==> config.mk <==
export PLATFORM = sky130hd
export DESIGN_NAME = hvac_bus_frame_status_decoder_flat
export DESIGN_NICKNAME = d
export VERILOG_FILES = /design/src/hbfs_pkg.sv /design/src/hbfs_in_if.sv /design/src/hbfs_out_if.sv /design/src/hbfs_collector.sv /design/src/hbfs_tracker.sv /design/src/hvac_bus_frame_status_decoder.sv /design/src/flat_wrapper.sv
export SDC_FILE = /design/constraint.sdc
export NUM_CORES = 1
export LEC_CHECK = 0
export BUFFER_PORTS_ARGS = -buffer_cell sky130_fd_sc_hd__buf_2
export CAP_MARGIN = 20
export CORE_MARGIN = 5
export CORE_UTILIZATION = 50
export CTS_CLUSTER_SIZE = 40
export DETAILED_ROUTE_END_ITERATION = 10
export GPL_TIMING_DRIVEN = 0
export PLACE_DENSITY = 0.69
export RECOVER_POWER = 50
export SLEW_MARGIN = 25
export SYNTH_ARGS = -nofsm -noshare
export SYNTH_HDL_FRONTEND = slang
export SYNTH_SLANG_ARGS = --single-unit
==> constraint.sdc <==
create_clock -name clk -period 3.2 [get_ports clk]
set_input_delay 0.16 -clock clk [delete_from_list [all_inputs] [get_ports clk]]
set_output_delay 0.16 -clock clk [all_outputs]
set_load 0.05 [all_outputs]
==> src/hbfs_pkg.sv <==
`timescale 1ns / 1ps
// ---------------------------------------------------------------------------
// HVAC bus frame status decoder package
// Shared types, register indexes, frame positions and code constants.
// ---------------------------------------------------------------------------
package hbfs_pkg;

  // Configuration register indexes.
  localparam int unsigned CFG_IDX_W = 3;
  localparam logic [CFG_IDX_W-1:0] CFG_START_MARK   = 3'd0;
  localparam logic [CFG_IDX_W-1:0] CFG_END_MARK     = 3'd1;
  localparam logic [CFG_IDX_W-1:0] CFG_PAUSE_DEST   = 3'd2;
  localparam logic [CFG_IDX_W-1:0] CFG_MACHINE_ADDR = 3'd3;
  localparam logic [CFG_IDX_W-1:0] CFG_REMOTE_ADDR  = 3'd4;

  // Register reset values.
  localparam logic [7:0] START_MARK_RST = 8'h32;
  localparam logic [7:0] END_MARK_RST   = 8'h34;
  localparam logic [7:0] PAUSE_DEST_RST = 8'hAD;

  // Byte positions inside a frame, counted after the start mark.
  localparam logic [3:0] POS_SRC    = 4'd0;
  localparam logic [3:0] POS_DST    = 4'd1;
  localparam logic [3:0] POS_CMD    = 4'd2;
  localparam logic [3:0] POS_TEMP   = 4'd3;
  localparam logic [3:0] POS_FAN    = 4'd6;
  localparam logic [3:0] POS_POWER  = 4'd7;
  localparam logic [3:0] POS_MODE   = 4'd10;
  localparam logic [3:0] POS_CHKSUM = 4'd11;
  localparam logic [3:0] POS_END    = 4'd12;

  // Commands.
  localparam logic [7:0] CMD_STATUS = 8'h52;
  localparam logic [7:0] CMD_MODE   = 8'h53;

  // Status decoding constants.
  localparam logic [5:0] TEMP_OFFSET  = 6'd9;
  localparam logic [7:0] MODE_MAX     = 8'd4;
  localparam logic [2:0] MODE_UNKNOWN = 3'd5;

  localparam logic [1:0] POWER_UNKNOWN = 2'd0;
  localparam logic [1:0] POWER_OFF     = 2'd1;
  localparam logic [1:0] POWER_ON      = 2'd2;

  localparam logic [2:0] FAN_UNKNOWN = 3'd0;
  localparam logic [2:0] FAN_AUTO    = 3'd1;
  localparam logic [2:0] FAN_MIN     = 3'd2;
  localparam logic [2:0] FAN_MID     = 3'd3;
  localparam logic [2:0] FAN_MAX     = 3'd4;

  localparam logic [3:0] FAN_NIB_MIN = 4'hA;
  localparam logic [3:0] FAN_NIB_MID = 4'hC;
  localparam logic [3:0] FAN_NIB_MAX = 4'hD;

  typedef enum logic [1:0] {
    FS_OK      = 2'd0,
    FS_BAD_END = 2'd1,
    FS_BAD_SUM = 2'd2
  } frame_status_t;

  // Fields of a completed frame handed from the collector to the tracker.
  typedef struct packed {
    logic [7:0] src;
    logic [7:0] dst;
    logic [7:0] cmd;
    logic [4:0] temp_bits;
    logic [3:0] fan_nib;
    logic       power_bit;
    logic [7:0] mode_byte;
    logic       sum_ok;
    logic       end_ok;
  } frame_t;

  // One decoded result.
  typedef struct packed {
    frame_status_t frame_status;
    logic [7:0]    source_address;
    logic [7:0]    dest_address;
    logic [7:0]    command;
    logic          send_window;
    logic [5:0]    set_temperature;
    logic [1:0]    power_state;
    logic [2:0]    fan_speed;
    logic [2:0]    op_mode;
    logic          status_changed;
  } result_t;

  // Map the low nibble of the fan byte to a fan speed code.
  function automatic logic [2:0] fan_code(input logic [3:0] nib);
    logic [2:0] code;
    unique case (nib)
      FAN_NIB_MIN: code = FAN_MIN;
      FAN_NIB_MID: code = FAN_MID;
      FAN_NIB_MAX: code = FAN_MAX;
      default:     code = FAN_AUTO;
    endcase
    return code;
  endfunction

endpackage

==> src/hbfs_in_if.sv <==
`timescale 1ns / 1ps
// ---------------------------------------------------------------------------
// Received byte channel
// Valid/ready channel carrying one bus byte per request.
// ---------------------------------------------------------------------------
interface hbfs_in_if;
  logic       valid;
  logic       ready;
  logic [7:0] rx_byte;

  modport source (output valid, output rx_byte, input ready);
  modport sink (input valid, input rx_byte, output ready);
endinterface

==> src/hbfs_out_if.sv <==
`timescale 1ns / 1ps
// ---------------------------------------------------------------------------
// Frame result channel
// Valid/ready channel carrying one decoded frame result per request.
// ---------------------------------------------------------------------------
interface hbfs_out_if;
  logic       valid;
  logic       ready;
  logic [1:0] frame_status;
  logic [7:0] source_address;
  logic [7:0] dest_address;
  logic [7:0] command;
  logic       send_window;
  logic [5:0] set_temperature;
  logic [1:0] power_state;
  logic [2:0] fan_speed;
  logic [2:0] op_mode;
  logic       status_changed;

  modport source (
    output valid, output frame_status, output source_address, output dest_address,
    output command, output send_window, output set_temperature, output power_state,
    output fan_speed, output op_mode, output status_changed, input ready
  );
  modport sink (
    input valid, input frame_status, input source_address, input dest_address,
    input command, input send_window, input set_temperature, input power_state,
    input fan_speed, input op_mode, input status_changed, output ready
  );
endinterface

==> src/hbfs_collector.sv <==
`timescale 1ns / 1ps
// ---------------------------------------------------------------------------
// Frame collector
// Hunts for the start mark, counts frame bytes, keeps the fields that the
// decoder needs and folds the checksum as the bytes go by.
// ---------------------------------------------------------------------------
module hbfs_collector (
  input  logic          clk,
  input  logic          rst_n,
  input  logic          byte_en,
  input  logic [7:0]    byte_in,
  input  logic [7:0]    start_mark,
  input  logic [7:0]    end_mark,
  output logic          last,
  output hbfs_pkg::frame_t frame
);

  logic       in_frame_r, in_frame_nxt;
  logic [3:0] cnt_r, cnt_nxt;
  logic [7:0] xor_r;
  logic [7:0] src_r, dst_r, cmd_r, mode_r;
  logic [4:0] temp_r;
  logic [3:0] fan_r;
  logic       power_r;
  logic       sum_ok_r;

  // The byte at the head of the pipe closes the frame.
  assign last = in_frame_r && (cnt_r == hbfs_pkg::POS_END);

  // Frame tracking control.
  always_comb begin
    in_frame_nxt = in_frame_r;
    cnt_nxt      = cnt_r;
    if (byte_en) begin
      if (!in_frame_r) begin
        if (byte_in == start_mark) begin
          in_frame_nxt = 1'b1;
          cnt_nxt      = '0;
        end
      end else if (last) begin
        in_frame_nxt = 1'b0;
        cnt_nxt      = '0;
      end else begin
        cnt_nxt = cnt_r + 4'd1;
      end
    end
  end

  always_ff @(posedge clk) begin
    if (!rst_n) begin
      in_frame_r <= 1'b0;
      cnt_r      <= '0;
    end else begin
      in_frame_r <= in_frame_nxt;
      cnt_r      <= cnt_nxt;
    end
  end

  // Field capture and running checksum.
  always_ff @(posedge clk) begin
    if (byte_en) begin
      if (!in_frame_r) begin
        xor_r <= '0;
      end else begin
        if (cnt_r < hbfs_pkg::POS_CHKSUM) begin
          xor_r <= xor_r ^ byte_in;
        end
        unique case (cnt_r)
          hbfs_pkg::POS_SRC:    src_r    <= byte_in;
          hbfs_pkg::POS_DST:    dst_r    <= byte_in;
          hbfs_pkg::POS_CMD:    cmd_r    <= byte_in;
          hbfs_pkg::POS_TEMP:   temp_r   <= byte_in[4:0];
          hbfs_pkg::POS_FAN:    fan_r    <= byte_in[3:0];
          hbfs_pkg::POS_POWER:  power_r  <= byte_in[7];
          hbfs_pkg::POS_MODE:   mode_r   <= byte_in;
          hbfs_pkg::POS_CHKSUM: sum_ok_r <= (byte_in == xor_r);
          default: ;
        endcase
      end
    end
  end

  // Completed frame fields; the end byte is the one now being taken.
  always_comb begin
    frame.src       = src_r;
    frame.dst       = dst_r;
    frame.cmd       = cmd_r;
    frame.temp_bits = temp_r;
    frame.fan_nib   = fan_r;
    frame.power_bit = power_r;
    frame.mode_byte = mode_r;
    frame.sum_ok    = sum_ok_r;
    frame.end_ok    = (byte_in == end_mark);
  end

endmodule

==> src/hbfs_tracker.sv <==
`timescale 1ns / 1ps
// ---------------------------------------------------------------------------
// Status tracker
// Checks a completed frame, updates the tracked unit status and holds the
// result in the output register until it is taken.
// ---------------------------------------------------------------------------
module hbfs_tracker (
  input  logic                clk,
  input  logic                rst_n,
  input  logic                frame_en,
  input  hbfs_pkg::frame_t    frame,
  input  logic [7:0]          pause_dest,
  input  logic [7:0]          machine_address,
  input  logic [7:0]          remote_address,
  input  logic                res_ready,
  output logic                res_valid,
  output hbfs_pkg::result_t   res
);

  hbfs_pkg::frame_status_t status;
  logic       frame_ok, to_remote;
  logic [5:0] temp_r, temp_nxt;
  logic [1:0] power_r, power_nxt;
  logic [2:0] fan_r, fan_nxt;
  logic [2:0] mode_r, mode_nxt;
  logic [5:0] temp_new;
  logic [1:0] power_new;
  logic [2:0] fan_new;
  logic       changed;
  logic       res_valid_r;
  hbfs_pkg::result_t res_r, res_nxt;

  // End mark is checked before the checksum.
  always_comb begin
    priority if (!frame.end_ok) begin
      status = hbfs_pkg::FS_BAD_END;
    end else if (!frame.sum_ok) begin
      status = hbfs_pkg::FS_BAD_SUM;
    end else begin
      status = hbfs_pkg::FS_OK;
    end
  end

  assign frame_ok  = (status == hbfs_pkg::FS_OK);
  assign to_remote = frame_ok && (frame.src == machine_address) &&
                     (frame.dst == remote_address);

  assign temp_new  = {1'b0, frame.temp_bits} + hbfs_pkg::TEMP_OFFSET;
  assign power_new = frame.power_bit ? hbfs_pkg::POWER_ON : hbfs_pkg::POWER_OFF;
  assign fan_new   = hbfs_pkg::fan_code(frame.fan_nib);

  // Next tracked status from a valid machine-to-remote frame.
  always_comb begin
    temp_nxt  = temp_r;
    power_nxt = power_r;
    fan_nxt   = fan_r;
    mode_nxt  = mode_r;
    if (to_remote && (frame.cmd == hbfs_pkg::CMD_MODE) &&
        (frame.mode_byte <= hbfs_pkg::MODE_MAX)) begin
      mode_nxt = frame.mode_byte[2:0];
    end
    if (to_remote && (frame.cmd == hbfs_pkg::CMD_STATUS)) begin
      temp_nxt  = temp_new;
      power_nxt = power_new;
      fan_nxt   = fan_new;
    end
    changed = (temp_nxt != temp_r) || (power_nxt != power_r) ||
              (fan_nxt != fan_r) || (mode_nxt != mode_r);
  end

  always_ff @(posedge clk) begin
    if (!rst_n) begin
      temp_r  <= '0;
      power_r <= hbfs_pkg::POWER_UNKNOWN;
      fan_r   <= hbfs_pkg::FAN_UNKNOWN;
      mode_r  <= hbfs_pkg::MODE_UNKNOWN;
    end else if (frame_en) begin
      temp_r  <= temp_nxt;
      power_r <= power_nxt;
      fan_r   <= fan_nxt;
      mode_r  <= mode_nxt;
    end
  end

  // Result word for the output register.
  always_comb begin
    res_nxt.frame_status    = status;
    res_nxt.source_address  = frame.src;
    res_nxt.dest_address    = frame.dst;
    res_nxt.command         = frame.cmd;
    res_nxt.send_window     = frame_ok && (frame.dst == pause_dest);
    res_nxt.set_temperature = temp_nxt;
    res_nxt.power_state     = power_nxt;
    res_nxt.fan_speed       = fan_nxt;
    res_nxt.op_mode         = mode_nxt;
    res_nxt.status_changed  = changed;
  end

  // Output register: a new result replaces one that is being taken.
  always_ff @(posedge clk) begin
    if (!rst_n) begin
      res_valid_r <= 1'b0;
    end else if (frame_en) begin
      res_valid_r <= 1'b1;
    end else if (res_ready) begin
      res_valid_r <= 1'b0;
    end
  end

  always_ff @(posedge clk) begin
    if (frame_en) begin
      res_r <= res_nxt;
    end
  end

  assign res_valid = res_valid_r;
  assign res       = res_r;

endmodule

==> src/hvac_bus_frame_status_decoder.sv <==
`timescale 1ns / 1ps
// ---------------------------------------------------------------------------
// HVAC bus frame status decoder
// Collects 13-byte bus frames after a start mark, checks them and reports
// the frame header together with the tracked indoor unit status.
// ---------------------------------------------------------------------------
// The decoder takes one received byte per clock cycle unless the output
// stalls: a byte enters the input register, and from there the collector
// and the status tracker handle it in a single pass; a frame's result is
// registered as its end byte leaves the input register. The output
// register stalls the byte pipe only when a finished frame meets a result
// that has not yet been taken. The user must write the configuration
// registers through the cfg port only while no frame is in flight; the
// block does not enforce it. Indexes above the last register are ignored.
module hvac_bus_frame_status_decoder (
  input  logic                                 clk,
  input  logic                                 rst_n,
  hbfs_in_if.sink                              in_ch,
  hbfs_out_if.source                           out_ch,
  input  logic                                 cfg_we,
  input  logic [hbfs_pkg::CFG_IDX_W-1:0]       cfg_index,
  input  logic [7:0]                           cfg_wdata
);

  logic [7:0] start_mark_r, end_mark_r, pause_dest_r, machine_addr_r, remote_addr_r;
  logic       s1_valid_r;
  logic [7:0] s1_byte_r;
  logic       last, advance, res_valid;
  hbfs_pkg::frame_t  frame;
  hbfs_pkg::result_t res;

  // Configuration registers.
  always_ff @(posedge clk) begin
    if (!rst_n) begin
      start_mark_r   <= hbfs_pkg::START_MARK_RST;
      end_mark_r     <= hbfs_pkg::END_MARK_RST;
      pause_dest_r   <= hbfs_pkg::PAUSE_DEST_RST;
      machine_addr_r <= '0;
      remote_addr_r  <= '0;
    end else if (cfg_we) begin
      unique case (cfg_index)
        hbfs_pkg::CFG_START_MARK:   start_mark_r   <= cfg_wdata;
        hbfs_pkg::CFG_END_MARK:     end_mark_r     <= cfg_wdata;
        hbfs_pkg::CFG_PAUSE_DEST:   pause_dest_r   <= cfg_wdata;
        hbfs_pkg::CFG_MACHINE_ADDR: machine_addr_r <= cfg_wdata;
        hbfs_pkg::CFG_REMOTE_ADDR:  remote_addr_r  <= cfg_wdata;
        default: ;
      endcase
    end
  end

  // The held byte moves on unless it closes a frame whose result has no room.
  assign advance     = s1_valid_r && (!last || !res_valid || out_ch.ready);
  assign in_ch.ready = !s1_valid_r || advance;

  // Input register.
  always_ff @(posedge clk) begin
    if (!rst_n) begin
      s1_valid_r <= 1'b0;
    end else if (in_ch.ready) begin
      s1_valid_r <= in_ch.valid;
    end
  end

  always_ff @(posedge clk) begin
    if (in_ch.valid && in_ch.ready) begin
      s1_byte_r <= in_ch.rx_byte;
    end
  end

  hbfs_collector u_collector (
    .clk        (clk),
    .rst_n      (rst_n),
    .byte_en    (advance),
    .byte_in    (s1_byte_r),
    .start_mark (start_mark_r),
    .end_mark   (end_mark_r),
    .last       (last),
    .frame      (frame)
  );

  hbfs_tracker u_tracker (
    .clk             (clk),
    .rst_n           (rst_n),
    .frame_en        (advance && last),
    .frame           (frame),
    .pause_dest      (pause_dest_r),
    .machine_address (machine_addr_r),
    .remote_address  (remote_addr_r),
    .res_ready       (out_ch.ready),
    .res_valid       (res_valid),
    .res             (res)
  );

  // Result channel.
  assign out_ch.valid           = res_valid;
  assign out_ch.frame_status    = res.frame_status;
  assign out_ch.source_address  = res.source_address;
  assign out_ch.dest_address    = res.dest_address;
  assign out_ch.command         = res.command;
  assign out_ch.send_window     = res.send_window;
  assign out_ch.set_temperature = res.set_temperature;
  assign out_ch.power_state     = res.power_state;
  assign out_ch.fan_speed       = res.fan_speed;
  assign out_ch.op_mode         = res.op_mode;
  assign out_ch.status_changed  = res.status_changed;

endmodule

==> src/flat_wrapper.sv <==
// flat-port wrapper written by rule: the top's interface ports become plain ports
module hvac_bus_frame_status_decoder_flat 
  (clk, rst_n, cfg_we, cfg_index, cfg_wdata, in_ch_valid, in_ch_rx_byte, in_ch_ready, out_ch_valid, out_ch_frame_status, out_ch_source_address, out_ch_dest_address, out_ch_command, out_ch_send_window, out_ch_set_temperature, out_ch_power_state, out_ch_fan_speed, out_ch_op_mode, out_ch_status_changed, out_ch_ready);
  hbfs_in_if in_ch_i ();
  hbfs_out_if out_ch_i ();
  input  logic clk;
  input  logic rst_n;
  input  logic cfg_we;
  input  logic [hbfs_pkg::CFG_IDX_W-1:0] cfg_index;
  input  logic [7:0] cfg_wdata;
  input wire logic [$bits(in_ch_i.valid)-1:0] in_ch_valid;
  input wire logic [$bits(in_ch_i.rx_byte)-1:0] in_ch_rx_byte;
  output wire logic [$bits(in_ch_i.ready)-1:0] in_ch_ready;
  output wire logic [$bits(out_ch_i.valid)-1:0] out_ch_valid;
  output wire logic [$bits(out_ch_i.frame_status)-1:0] out_ch_frame_status;
  output wire logic [$bits(out_ch_i.source_address)-1:0] out_ch_source_address;
  output wire logic [$bits(out_ch_i.dest_address)-1:0] out_ch_dest_address;
  output wire logic [$bits(out_ch_i.command)-1:0] out_ch_command;
  output wire logic [$bits(out_ch_i.send_window)-1:0] out_ch_send_window;
  output wire logic [$bits(out_ch_i.set_temperature)-1:0] out_ch_set_temperature;
  output wire logic [$bits(out_ch_i.power_state)-1:0] out_ch_power_state;
  output wire logic [$bits(out_ch_i.fan_speed)-1:0] out_ch_fan_speed;
  output wire logic [$bits(out_ch_i.op_mode)-1:0] out_ch_op_mode;
  output wire logic [$bits(out_ch_i.status_changed)-1:0] out_ch_status_changed;
  input wire logic [$bits(out_ch_i.ready)-1:0] out_ch_ready;
  assign in_ch_i.valid = in_ch_valid;
  assign in_ch_i.rx_byte = in_ch_rx_byte;
  assign in_ch_ready = in_ch_i.ready;
  assign out_ch_valid = out_ch_i.valid;
  assign out_ch_frame_status = out_ch_i.frame_status;
  assign out_ch_source_address = out_ch_i.source_address;
  assign out_ch_dest_address = out_ch_i.dest_address;
  assign out_ch_command = out_ch_i.command;
  assign out_ch_send_window = out_ch_i.send_window;
  assign out_ch_set_temperature = out_ch_i.set_temperature;
  assign out_ch_power_state = out_ch_i.power_state;
  assign out_ch_fan_speed = out_ch_i.fan_speed;
  assign out_ch_op_mode = out_ch_i.op_mode;
  assign out_ch_status_changed = out_ch_i.status_changed;
  assign out_ch_i.ready = out_ch_ready;
  hvac_bus_frame_status_decoder u_core (.clk(clk), .rst_n(rst_n), .in_ch(in_ch_i), .out_ch(out_ch_i), .cfg_we(cfg_we), .cfg_index(cfg_index), .cfg_wdata(cfg_wdata));
endmodule
=== After elaboration in Yosys (flattened, before gate mapping) ===
Index checks and enable logic that the tools add are counted.

* Output and inout bits: 44
* Word-level logic and storage cells: 122
* Bits of input ports: 24
* Bits in registers: 162

* Reduce and logical (&&, ||, !) cells: 39
* Eq/ne operators: 28
* Magnitude comparators: 2
* Bitwise operators: 1
* $add $sub $neg: 2
* Muxes and demuxes: 17

{| class="wikitable"
|+ Operator list
! cell !! count
|-
| $eq 8x8->1 || 6
|-
| $eq 4x4->1 const B || 6
|-
| $reduce_and 3->1 || 8
|-
| $eq 8x7->1 const B || 2
|-
| $reduce_and 2->1 || 7
|-
| $mux 4 || 3
|-
| $logic_and 1x1->1 || 10
|-
| $pmux 3 s3 || 1
|-
| $eq 4x2->1 const B || 2
|-
| $eq 4x3->1 const B || 2
|-
| $le 8x3->1 const B || 1
|-
| $mux 2 || 4
|-
| $mux 8 || 1
|-
| $xor 8x8->8 || 1
|-
| $add 5x4->6 const B || 1
|-
| $eq 3x2->1 const B || 2
|-
| $logic_or 1x1->1 || 6
|-
| $mux 3 || 2
|-
| $mux 6 || 1
|-
| $ne 3x3->1 || 2
|-
| $ne 6x6->1 || 1
|-
| $mux 1 || 5
|-
| $add 4x1->4 const B || 1
|-
| $eq 4x1->1 const B || 1
|-
| 10 further kinds || 13
|}

=== Logic depth before layout (Yosys ltp) ===
Gate-level depths: netlist of run 1.

* Depth after elaboration: 11
* Mapped depth: 9
* Depth with buffers taken out: 8

=== Cells and area by module ===
Synthesis of run 1 repeated with hierarchy kept, for this count alone.

* Cells, all modules: 533
* Area total of the unflattened synthesis: 6867.8 µm²

{| class="wikitable"
|+ Modules (own cells, without submodules)
! module !! cells an instance !! sequential area each (µm²) !! area an instance (µm²) !! instances
|-
| hbfs_tracker || 216 || 1561.5 || 2692.6 || 1
|-
| hbfs_collector || 148 || 1631.6 || 2260.9 || 1
|-
| hvac_bus_frame_status_decoder || 169 || 1061.0 || 1914.3 || 1
|}

=== Least setup slack after synthesis of run 1 ===
OpenSTA, ideal clock, no wires.

* Path type: register to register
* Start point: register u_core.u_collector.cnt_r[0]
* End point: register u_core.u_tracker.fan_r[1]
* Data required time: 3.079 ns
* Library setup time: 0.121 ns
* Cell stages (with the launch flop): 10
* Path slack: 0.659 ns
* Clock period less this slack: 2.541 ns
* Arrival time: 2.420 ns
* Buffers on the path: 1
* Cells stage by stage: dfxtp_1 inv_1 ha_1 nand2_1 nor3_1 nand3_1 inv_1 nand3_1 buf_4 mux2i_1

* Cells in the longest elaborated chain, start to end: 7

{| class="wikitable"
|+ RTL lines
! item !! line !! text
|-
| start, declared || hbfs_collector.sv:19 || <nowiki>logic [3:0] cnt_r, cnt_nxt;</nowiki>
|-
| start signal, assigned || hbfs_collector.sv:55 || <nowiki>cnt_r <= cnt_nxt;</nowiki>
|-
| $eq 4x4->1 (*) || hbfs_collector.sv:28 || <nowiki>assign last = in_frame_r && (cnt_r == hbfs_pkg::POS_END);</nowiki>
|-
| $logic_and 1x1->1 (*) || hbfs_collector.sv:28 ||
|-
| $logic_not 1->1 || hvac_bus_frame_status_decoder.sv:53 || <nowiki>assign advance = s1_valid_r && (!last || !res_valid || out_ch.ready);</nowiki>
|-
| $logic_or 1x1->1 (2 in a row) || hvac_bus_frame_status_decoder.sv:53 ||
|-
| $logic_and 1x1->1 || hvac_bus_frame_status_decoder.sv:53 ||
|-
| $logic_and 1x1->1 (*) || hvac_bus_frame_status_decoder.sv:85 || <nowiki>.frame_en (advance && last),</nowiki>
|-
| named net u_core.u_tracker.frame_en || hbfs_tracker.sv:10 || <nowiki>input logic frame_en,</nowiki>
|-
| end signal, assigned || hbfs_tracker.sv:75 || <nowiki>fan_r <= hbfs_pkg::FAN_UNKNOWN;</nowiki>
|-
| end signal, assigned || hbfs_tracker.sv:80 || <nowiki>fan_r <= fan_nxt;</nowiki>
|-
| end, declared || hbfs_tracker.sv:24 || <nowiki>logic [2:0] fan_r, fan_nxt;</nowiki>
|}

The timed path passes the listed nets; every way through them passes the cells marked *.
A chain may end at the register's enable or synchronous reset.

=== Final worst setup path of run 1 ===
* Start point: register u_core.s1_byte_r[2]
* End point: register u_core.u_tracker.res_r, in the netlist u_core.u_tracker.res[3], data pin

* Cells in the longest elaborated chain, start to end: 8

{| class="wikitable"
|+ RTL lines
! item !! line !! text
|-
| start, declared || hvac_bus_frame_status_decoder.sv:27 || <nowiki>logic [7:0] s1_byte_r;</nowiki>
|-
| start signal, assigned || hvac_bus_frame_status_decoder.sv:67 || <nowiki>s1_byte_r <= in_ch.rx_byte;</nowiki>
|-
| $eq 8x8->1 || hbfs_collector.sv:93 || <nowiki>frame.end_ok = (byte_in == end_mark);</nowiki>
|-
| $mux 2 || hbfs_tracker.sv:35 || <nowiki>priority if (!frame.end_ok) begin</nowiki>
|-
| $logic_not 2->1 || hbfs_tracker.sv:44 || <nowiki>assign frame_ok = (status == hbfs_pkg::FS_OK);</nowiki>
|-
| $logic_and 1x1->1 (2 in a row) || hbfs_tracker.sv:45 || <nowiki>assign to_remote = frame_ok && (frame.src == machine_address) &&</nowiki>
|-
| $logic_and 1x1->1 (2 in a row) || hbfs_tracker.sv:58 || <nowiki>if (to_remote && (frame.cmd == hbfs_pkg::CMD_MODE) &&</nowiki>
|-
| $mux 3 || hbfs_tracker.sv:58 ||
|-
| named net u_core.u_tracker.mode_nxt[2] || hbfs_tracker.sv:25 || <nowiki>logic [2:0] mode_r, mode_nxt;</nowiki>
|-
| end signal, assigned || hbfs_tracker.sv:112 || <nowiki>res_r <= res_nxt;</nowiki>
|-
| end, declared || hbfs_tracker.sv:31 || <nowiki>hbfs_pkg::result_t res_r, res_nxt;</nowiki>
|}

The timed path passes the listed nets, and every way through them passes these cells.

==> results of run 1 <==
## repair_timing
item | CTS | global route
setup buffers | 0 | 0
hold buffers | 9 | 0
endpoints found under the setup margin | 0 | 0
hold endpoints to repair | 9 | 0
## worst reg2reg max path: stages (launching register included)
cell	delay (ns)
edfxtp_1	0.65
xor2_1	0.24
nor4_1	0.59
and2_1	0.29
and4_1	0.32
mux2_2	0.36
## synthesized netlist by cell type (4+ instances only)
master      n
nand2_1   113
nand3_1    18
inv_1       9
nand4_1    11
xor2_1     21
mux2_4      8
edfxtp_1  101
xnor2_1    41
mux2_2      4
nor2_1     16
ha_1        5
nor3_1      6
a21boi_0   31
clkbuf_1   13
nor4_1      7
mux2i_1    16
and2_1     11
dfxtp_1    61
and3_1      7
nor2b_1     6
## placed cells by master (no fill, tap or decap), types with 3 or more instances in the layout
| cell | count |
|---|---|
| nand2_1 | 113 |
| edfxtp_1 | 101 |
| dfxtp_1 | 61 |
| clkbuf_1 | 54 |
| xnor2_1 | 41 |
| a21boi_0 | 31 |
| buf_2 | 27 |
| xor2_1 | 21 |
| nand3_1 | 18 |
| clkbuf_16 | 17 |
| nor2_1 | 16 |
| mux2i_1 | 16 |
| nand4_1 | 11 |
| and2_1 | 10 |
| dlygate4sd3_1 | 9 |
| inv_1 | 8 |
| mux2_4 | 8 |
| nor4_1 | 7 |
| and3_1 | 7 |
| nor3_1 | 6 |
| nor2b_1 | 6 |
| ha_1 | 5 |
| mux2_2 | 4 |
| inv_6 | 4 |
| bufinv_16 | 4 |
| and4b_1 | 3 |
| nand2b_1 | 3 |
| o21a_1 | 3 |
| clkinv_4 | 3 |
| clkinv_2 | 3 |
## worst min path at each step
stage                startpoint                  endpoint  depth (start not counted)
2_1_floorplan  in_ch_rx_byte[0]       u_core.s1_byte_r[0]                          0
3_3_place_gp   in_ch_rx_byte[0]       u_core.s1_byte_r[0]                          1
3_5_place_dp   in_ch_rx_byte[5]       u_core.s1_byte_r[5]                          1
4_1_cts            cfg_wdata[4]      u_core.end_mark_r[4]                          3
5_1_grt            cfg_wdata[2]   u_core.remote_addr_r[2]                          3
6_report           cfg_wdata[0]  u_core.machine_addr_r[0]                          3
## final cells by class
class | instances | area [um^2]
flip-flops and latches | 162 | 4250
clock buffers | 17 | 425
multi-input cells | 361 | 2370
repair buffers | 76 | 389
well taps | 176 | 220
fillers | 1070 | 5260
clock inverters | 15 | 204
inverters | 10 | 37.5
plain buffers | 17 | 77.6
## through the flow
stage	setup slack (ns)	cell area, um^2	hold slack [ns]	util (%)
CTS	0.498	8030	0.0392	60.7
global route	0.347	7980	0.0531	60.3
floorplan	0.659	6740	0.259	-
global placement	0.0684	7290	0.336	55.1
finish	0.484	7980	0.0509	60.3
detailed placement	0.488	7310	0.338	55.2
## metal layers
layer	share of wire (%)	track usage, %	vias to the layer above
li1	-	-	2133
met1	43	24.4	2058
met2	48	30.0	126
met3	6.5	3.64	26
met4	2.4	8.96	0
met5	0	0	-
## kinds of logic after synthesis
logic type / share of synthesized area [%]
compound gates: 5.66
xor+xnor: 8.39
fa+ha+maj: 0.928
buf+inv: 1.71
flops: 63.1
mux: 4.82
simple gates: 15.4
## registers in the layout, indices dropped and copies added, names as in the netlist, 2 cells and up
name,cells
u_core.u_tracker.temp_r,6
u_core.u_collector.cmd_r,8
u_core.u_tracker.res,42
u_core.machine_addr_r,8
u_core.u_collector.temp_r,5
u_core.u_collector.mode_r,8
u_core.u_collector.xor_r,8
u_core.start_mark_r,8
u_core.u_collector.src_r,8
u_core.remote_addr_r,8
u_core.u_tracker.power_r,2
u_core.u_collector.dst_r,8
u_core.end_mark_r,8
u_core.u_collector.fan_r,4
u_core.s1_byte_r,8
u_core.u_tracker.mode_r,3
u_core.pause_dest_r,8
u_core.u_collector.cnt_r,4
u_core.u_tracker.fan_r,3
## where the power goes
part	internal, mW	total, mW	switching [mW]
Combinational	0.0592	0.134	0.0751
Sequential	2.24	2.28	0.0487
Clock	1.31	2.14	0.830
Total	3.61	4.56	0.954
==> results.yml, run 1 <==
status:
  status: "complete, no violations"
synth:
  yosysUniqueCellTypes: 49
  synth_area_leader_cell: "edfxtp_1"
  syn_inst: 550
  syn-num-nets: 579
  syn_avg_cell_area_um2: 12.3
  netlist_area_um2: 6740
  synth_edf_count: 101
  ys.flop_type: "edfxtp_1"
  ys_warn_count: 0
  async_flop_share_pct: 0
  ys_seq_elements: 162
  ys_seq_area_share_pct: 63.1
  synth.top_cell.area_share_pct: 45.0
  synth_area_leaders: "edfxtp_1, dfxtp_1, nand2_1"
detailed_routing:
  drt-total-wl_mm: 14.2
  drcViolationCount: 0
  dr_total_vias: 4343
  ant_nets: 0
  drtIter0Drc: 313
  first_pass_iters: 5
  via_per_inst: 5.21
  wl_per_cell_um: 17.1
layout:
  area_delta_synth_final_pct: 18.4
  layout-drive-gt1-share_pct: 12.6
  instances_no_fill: 834
  diodes: 0
  final_net_count: 674
die:
  ios: 68
  start_util_pct: 50.9
  coreArea_um2: 13200
  rows: 42
  dieArea_um2: 15900
  die_h_um: 126
  die_width_um: 126
global_routing:
  antenna_found_initial: 0
  grt_pass1_wl_mm: 22.8
  grt_remaining_overflow: 0
  grt_usage_pct: 18.7
  grt_max_degree: 39
  grt_pass1_vias: 4352
place:
  dp_cells: 793
  hpwl_mm: 9.98
  port_buffers: 66
  gp_congestion: 0.850
timing:
  setup_tns_ns: 0
  post-route-period-util_pct: 84.9
  slew_headroom_pct: 59.2
  clock_skew_ns: 0.00683
  finalMaxSlewViolations: 0
  rsz0062_at_grt: "no"
  max_freq_ghz: 0.368
  finalHoldViolations: 0
  min_period_ns: 2.72
  worst_pin_slew_ns: 0.606
  setup_viol: 0
clocking:
  cts_tree: "yes"
  cts_resized: 0
  clk_pin_slew_ns: 0.07
  clkLatencyLatePin_ns: 0.42
  ctsRootBufferMaster: "clkbuf_16"
  cts_buffer_depth: 2
  clock-sinks: 162
  cts_max_level: 4
  cts_made_buffers: 17
worst_setup_path:
  worst-path-stages: 5
  reg2regPathDepth: 5
  worst-path-buf-inv: 0
  crit_slowest_cell: "edfxtp_1"
  r2r_start: "u_core.s1_byte_r[2]"
  r2r-end: "u_core.u_tracker.res[3]"
  arrival_ns: 2.88
  crit_path_start: "u_core.s1_byte_r[2]"
  startpoint_type: "flip-flop"
  endpoint_kind: "flip-flop"
  rrSetupSlack_ns: 0.48
  critPathKind: "reg -> reg"
  path_cells: "xor2_1 > nor4_1 > and2_1 > and4_1 > mux2_2"
  path_delay_family: "simple AND/OR/NAND/NOR gates"
  crit_path_end: "u_core.u_tracker.res[3]"
  worstPathRequired_ns: 3.37
  cpPeakStageDelay_ns: 0.65
  cp_max_fo: 9
run:
  maxCapViolations: 0
power:
  power_mw: 4.56
  ir_drop_v: 0.000382
  leakagePower_nw: 2.91
  powerDensity_nw_per_um2: 572
worst_hold_path:
  hold_class: "in -> reg"
No activity file was read; power rests on OpenSTA's default activity.
==> run 2, diff against run 1 <==
--- a/config.mk
+++ b/config.mk
@@ -12,7 +12,7 @@
 export CTS_CLUSTER_SIZE = 40
 export DETAILED_ROUTE_END_ITERATION = 10
 export GPL_TIMING_DRIVEN = 0
-export PLACE_DENSITY = 0.69
+export PLACE_DENSITY = 0.72
 export RECOVER_POWER = 50
 export SLEW_MARGIN = 25
 export SYNTH_ARGS = -nofsm -noshare
==> constraint.sdc (replaced) <==
create_clock -name clk -period 2.2 [get_ports clk]
set_input_delay 0.11 -clock clk [delete_from_list [all_inputs] [get_ports clk]]
set_output_delay 0.11 -clock clk [all_outputs]
set_load 0.05 [all_outputs]
==> results.yml, run 2 (synthesis results as in run 1) <==
status:
  violations: "setup timing"
  status: "complete, but fails checks"
power:
  ir_drop_v: 0.000475
  powerDensity_nw_per_um2: 775
  leakagePower_nw: 3.07
  power_mw: 6.42
detailed_routing:
  drcViolationCount: 0
  wl_per_cell_um: 17.8
  drt-total-wl_mm: 15.4
  via_per_inst: 5.29
  first_pass_iters: 5
  drtIter0Drc: 330
  ant_nets: 0
  dr_total_vias: 4569
global_routing:
  grt_pass1_wl_mm: 24.2
  antenna_found_initial: 0
  grt_usage_pct: 20.0
  grt_max_degree: 23
  grt_remaining_overflow: 0
  grt_pass1_vias: 4575
layout:
  instances_no_fill: 863
  diodes: 0
  area_delta_synth_final_pct: 22.8
  largest_reg_flops: 42
  final_cell_area_um2: 8280
  layout-drive-gt1-share_pct: 18.5
  mostFrequentLayoutCells: "nand2_1, edfxtp_1, dfxtp_1"
  final_common_cell: "nand2_1"
  final_net_count: 703
die:
  rows: 42
  dieArea_um2: 15900
  die_h_um: 126
  die_width_um: 126
  ios: 68
  start_util_pct: 50.9
  coreArea_um2: 13200
worst_setup_path:
  worst-path-stages: 6
  path_delay_family: "simple AND/OR/NAND/NOR gates"
  r2r-end: "u_core.u_tracker.res[12]"
  arrival_ns: 2.45
  rrSetupSlack_ns: -0.07
  crit_path_end: "u_core.u_tracker.res[12]"
  startpoint_type: "flip-flop"
  reg2regPathDepth: 6
  cpPeakStageDelay_ns: 0.50
  critPathKind: "reg -> reg"
  path_cells: "xor2_2 > nor4_2 > and4b_2 > nand2_1 > buf_6 > mux2_4"
  cp_max_fo: 10
  r2r_start: "u_core.s1_byte_r[1]"
  worstPathRequired_ns: 2.38
  crit_slowest_cell: "edfxtp_1"
  endpoint_kind: "flip-flop"
  crit_path_start: "u_core.s1_byte_r[1]"
  worst-path-buf-inv: 1
place:
  dp_cells: 792
  hpwl_mm: 9.80
  pre_cts_ws_ns: -0.588
  gp_congestion: 0.819
  placed_cell_area_um2: 7310
  port_buffers: 66
timing:
  setup_viol: 11
  post-route-period-util_pct: 103
  whs_ns: 0.0187
  rsz0062_at_grt: "yes"
  setup_ws_ns: -0.0702
  worst_pin_slew_ns: 0.689
  max_freq_ghz: 0.440
  clock_skew_ns: 0.00962
  slew_headroom_pct: 54.0
  finalHoldViolations: 0
  finalMaxSlewViolations: 0
  min_period_ns: 2.27
clocking:
  cts_made_buffers: 17
  clock-sinks: 162
  cts_tree: "yes"
  cts_max_level: 4
  ctsRootBufferMaster: "clkbuf_16"
  clkLatencyLatePin_ns: 0.43
  cts_buffer_depth: 2
  clk_pin_slew_ns: 0.07
run:
  maxCapViolations: 0
worst_hold_path:
  hold_class: "in -> reg"
==> run 2: cell types whose count changed in the layout (fill, tap and decap cells not counted), moves of 5 or more <==
cell	delta
buf_4	+14
dlygate4sd3_1	+6
xnor2_1	-6
xnor2_2	+6
inv_8	+5
==> run 2: stage by stage <==
step | utilization, % | setup TNS, ns
after floorplan | - | 0
after global placement | 55.2 | -14.12
after detailed placement | 55.2 | -24.65
after CTS | 62.3 | 0
after global routing | 62.5 | -0.823
final | 62.5 | -0.467
==> run 2: metal layers <==
metal | wire length (um) | share of wire, % | track usage [%] | vias up
met2 | 7250 | 47 | 31.6 | 141
met3 | 1030 | 6.7 | 5.33 | 32
met4 | 372 | 2.4 | 8.83 | 0
li1 | - | - | - | 2192
met5 | 0 | 0 | 0 | -
met1 | 6710 | 44 | 26.0 | 2204
==> run 2: worst reg2reg max path, stage by stage (launching register included) <==
cell,delay (ns)
edfxtp_1,0.50
xor2_2,0.19
nor4_2,0.38
and4b_2,0.33
nand2_1,0.11
buf_6,0.20
mux2_4,0.32
==> run 2: report_power, final <==
group,total [mW],switching [mW],internal [mW]
Clock,2.86,1.34,1.52
Combinational,0.274,0.166,0.108
Sequential,3.28,0.0341,3.25
Total,6.42,1.54,4.88
==> run 2: area by class of cell <==
class	count	area, um^2
clock buffers	17	425
inverters	10	41.3
clock inverters	15	158
plain buffers	17	81.3
repair inverters	2	12.5
multi-input cells	361	2510
repair buffers	103	573
flip-flops and latches	162	4260
fillers	1044	4960
well taps	176	220
==> run 2: worst min path at each step <==
stage	slack [ns]	end	from	cells past startpoint
detailed placement	0.29	u_core.s1_byte_r[5]	in_ch_rx_byte[5]	1
global placement	0.29	u_core.s1_byte_r[5]	in_ch_rx_byte[5]	1
floorplan	0.21	u_core.s1_byte_r[0]	in_ch_rx_byte[0]	0
CTS	0.0008	u_core.remote_addr_r[0]	cfg_wdata[0]	3
global route	0.01	u_core.end_mark_r[3]	cfg_wdata[3]	3
finish	0.02	u_core.remote_addr_r[0]	cfg_wdata[0]	3
==> run 2: timing repair <==
action / in CTS / in global routing
pin swaps: 3 / 3
cloned: 2 / 0
hold buffers: 15 / 0
hold endpoints to repair: 22 / 0
gates resized for setup: 17 / 12
endpoints found under the setup margin: 72 / 91
buffers inserted: 14 / 8
==> run 3, diff against run 2 <==
--- a/config.mk
+++ b/config.mk
@@ -12,6 +12,7 @@
 export CTS_CLUSTER_SIZE = 40
 export DETAILED_ROUTE_END_ITERATION = 10
 export GPL_TIMING_DRIVEN = 0
+export MAX_ROUTING_LAYER = met4
 export PLACE_DENSITY = 0.72
 export RECOVER_POWER = 50
 export SLEW_MARGIN = 25
==> results.yml, run 3 (synthesis results as in run 1) <==
timing:
  worst_pin_slew_ns: 0.649
  finalMaxSlewViolations: 0
  min_period_ns: 2.26
  finalHoldViolations: 0
  post-route-period-util_pct: 103
  whs_ns: 0.00150
  rsz0062_at_grt: "yes"
  setup_viol: 11
  max_freq_ghz: 0.443
  slew_headroom_pct: 56.7
  setup_ws_ns: -0.0597
  clock_skew_ns: 0.0124
layout:
  mostFrequentLayoutCells: "nand2_1, edfxtp_1, dfxtp_1"
  area_delta_synth_final_pct: 22.8
  regArea_um2: 4260
  final_common_cell: "nand2_1"
  layout-drive-gt1-share_pct: 18.5
  largest_reg_flops: 42
  multiInputGateArea_um2: 2510
  fill_cells: 1044
  diodes: 0
  final_net_count: 703
worst_hold_path:
  hold_class: "in -> reg"
worst_setup_path:
  path_delay_family: "simple AND/OR/NAND/NOR gates"
  startpoint_type: "flip-flop"
  crit_slowest_cell: "edfxtp_1"
  worst-path-buf-inv: 1
  arrival_ns: 2.44
  worstPathRequired_ns: 2.38
  cp_max_fo: 10
  endpoint_kind: "flip-flop"
  critPathKind: "reg -> reg"
  cpPeakStageDelay_ns: 0.50
  path_cells: "xor2_2 > nor4_2 > and4b_2 > nand2_1 > buf_6 > mux2_4"
clocking:
  ctsRootBufferMaster: "clkbuf_16"
  clock-sinks: 162
  clkLatencyLatePin_ns: 0.44
  cts_max_level: 4
  clk_pin_slew_ns: 0.07
  cts_made_buffers: 17
  cts_tree: "yes"
  cts_buffer_depth: 2
global_routing:
  grt_pass1_wl_mm: 24.3
  grt_pass1_vias: 4568
  grt_max_degree: 23
  grt_usage_pct: 20.6
  grt_remaining_overflow: 0
  antenna_found_initial: 0
place:
  pre_cts_ws_ns: -0.588
  gp_congestion: 0.832
  port_buffers: 66
  hpwl_mm: 9.80
die:
  die_width_um: 126
  rows: 42
  dieArea_um2: 15900
  ios: 68
  die_h_um: 126
  start_util_pct: 50.9
  coreArea_um2: 13200
power:
  seqPwrFrac_pct: 51.1
  p_sw_share_pct: 24.2
  comb_power_share_pct: 4.2
  powerDensity_nw_per_um2: 777
  switchingPower_mw: 1.55
  ir_drop_v: 0.000485
  leakagePower_nw: 3.07
  p_clk_share_pct: 44.7
  internal_power_mw: 4.88
status:
  status: "complete, but fails checks"
  violations: "setup timing"
detailed_routing:
  wl_per_cell_um: 17.8
  ant_nets: 0
  via_per_inst: 5.27
  drtIter0Drc: 370
  drcViolationCount: 0
  first_pass_iters: 5
  drt-total-wl_mm: 15.4
  dr_total_vias: 4552
run:
  maxCapViolations: 0
## run 3: layout make-up
cell class | count | share of cell area [%]
buffer | 17 | 0.982
clock buffer | 17 | 5.14
clock inverter | 15 | 1.90
inverter | 10 | 0.499
multi-input combinational | 361 | 30.4
sequential | 162 | 51.4
tap | 176 | 2.66
timing repair buffer | 103 | 6.92
timing repair inverter | 2 | 0.151
## run 3: stage by stage
stage	TNS, ns	std cells	util, %	power (mW)	cell area [um^2]
2_1_floorplan	0	550	-	3.47	6760
3_3_place_gp	-14.12	792	55.2	3.56	7310
3_5_place_dp	-24.65	792	55.2	3.57	7310
4_1_cts	0	855	62.3	6.44	8250
5_1_grt	-0.819	863	62.5	6.63	8280
6_report	-0.352	863	62.5	6.43	8280
## run 3: path summary, 6_finish.rpt
check | start | endpoint | slack, ns | cells past startpoint
max reg2reg | u_core.s1_byte_r[1] | u_core.u_tracker.res[12] | -0.06 | 6
min reg2reg | u_core.u_collector.cmd_r[6] | u_core.u_tracker.res[22] | 0.44 | 0
max | u_core.s1_byte_r[1] | u_core.u_tracker.res[12] | -0.06 | 6
min | cfg_wdata[0] | u_core.remote_addr_r[0] | 0.001 | 3
## run 3: worst register-to-register path, delay by kind of cell (launching register included)
family	cells	cell delay, ns
xor gates and xnor gates	1	0.19
muxes	1	0.32
DFF	1	0.50
buffers and inverters	1	0.20
and+or+nand+nor	3	0.81
## run 3: per-layer routing
layer	vias to the layer above	wire (um)	global-route usage, %
li1	2189	-	-
met1	2174	6630	26.2
met2	153	7280	31.5
met3	36	1120	5.29
met4	0	369	8.83
met5	-	0	-
## run 3: what timing repair did
item                       CTS  global route
gates resized for setup     17            12
cloned                       2             0
setup buffers               14             8
hold endpoints to repair    22             0
pin swaps                    3             3
hold buffers                15             0
setup endpoints to repair   72            91
## run 3: power groups by stage
stage	registers, mW	clock network, mW	logic [mW]
4_1_cts	3.28	2.89	0.272
5_1_grt	3.28	3.05	0.297
6_report	3.28	2.87	0.273
3_3_place_gp	3.39	0	0.176
2_1_floorplan	3.35	0	0.115
3_5_place_dp	3.39	0	0.182
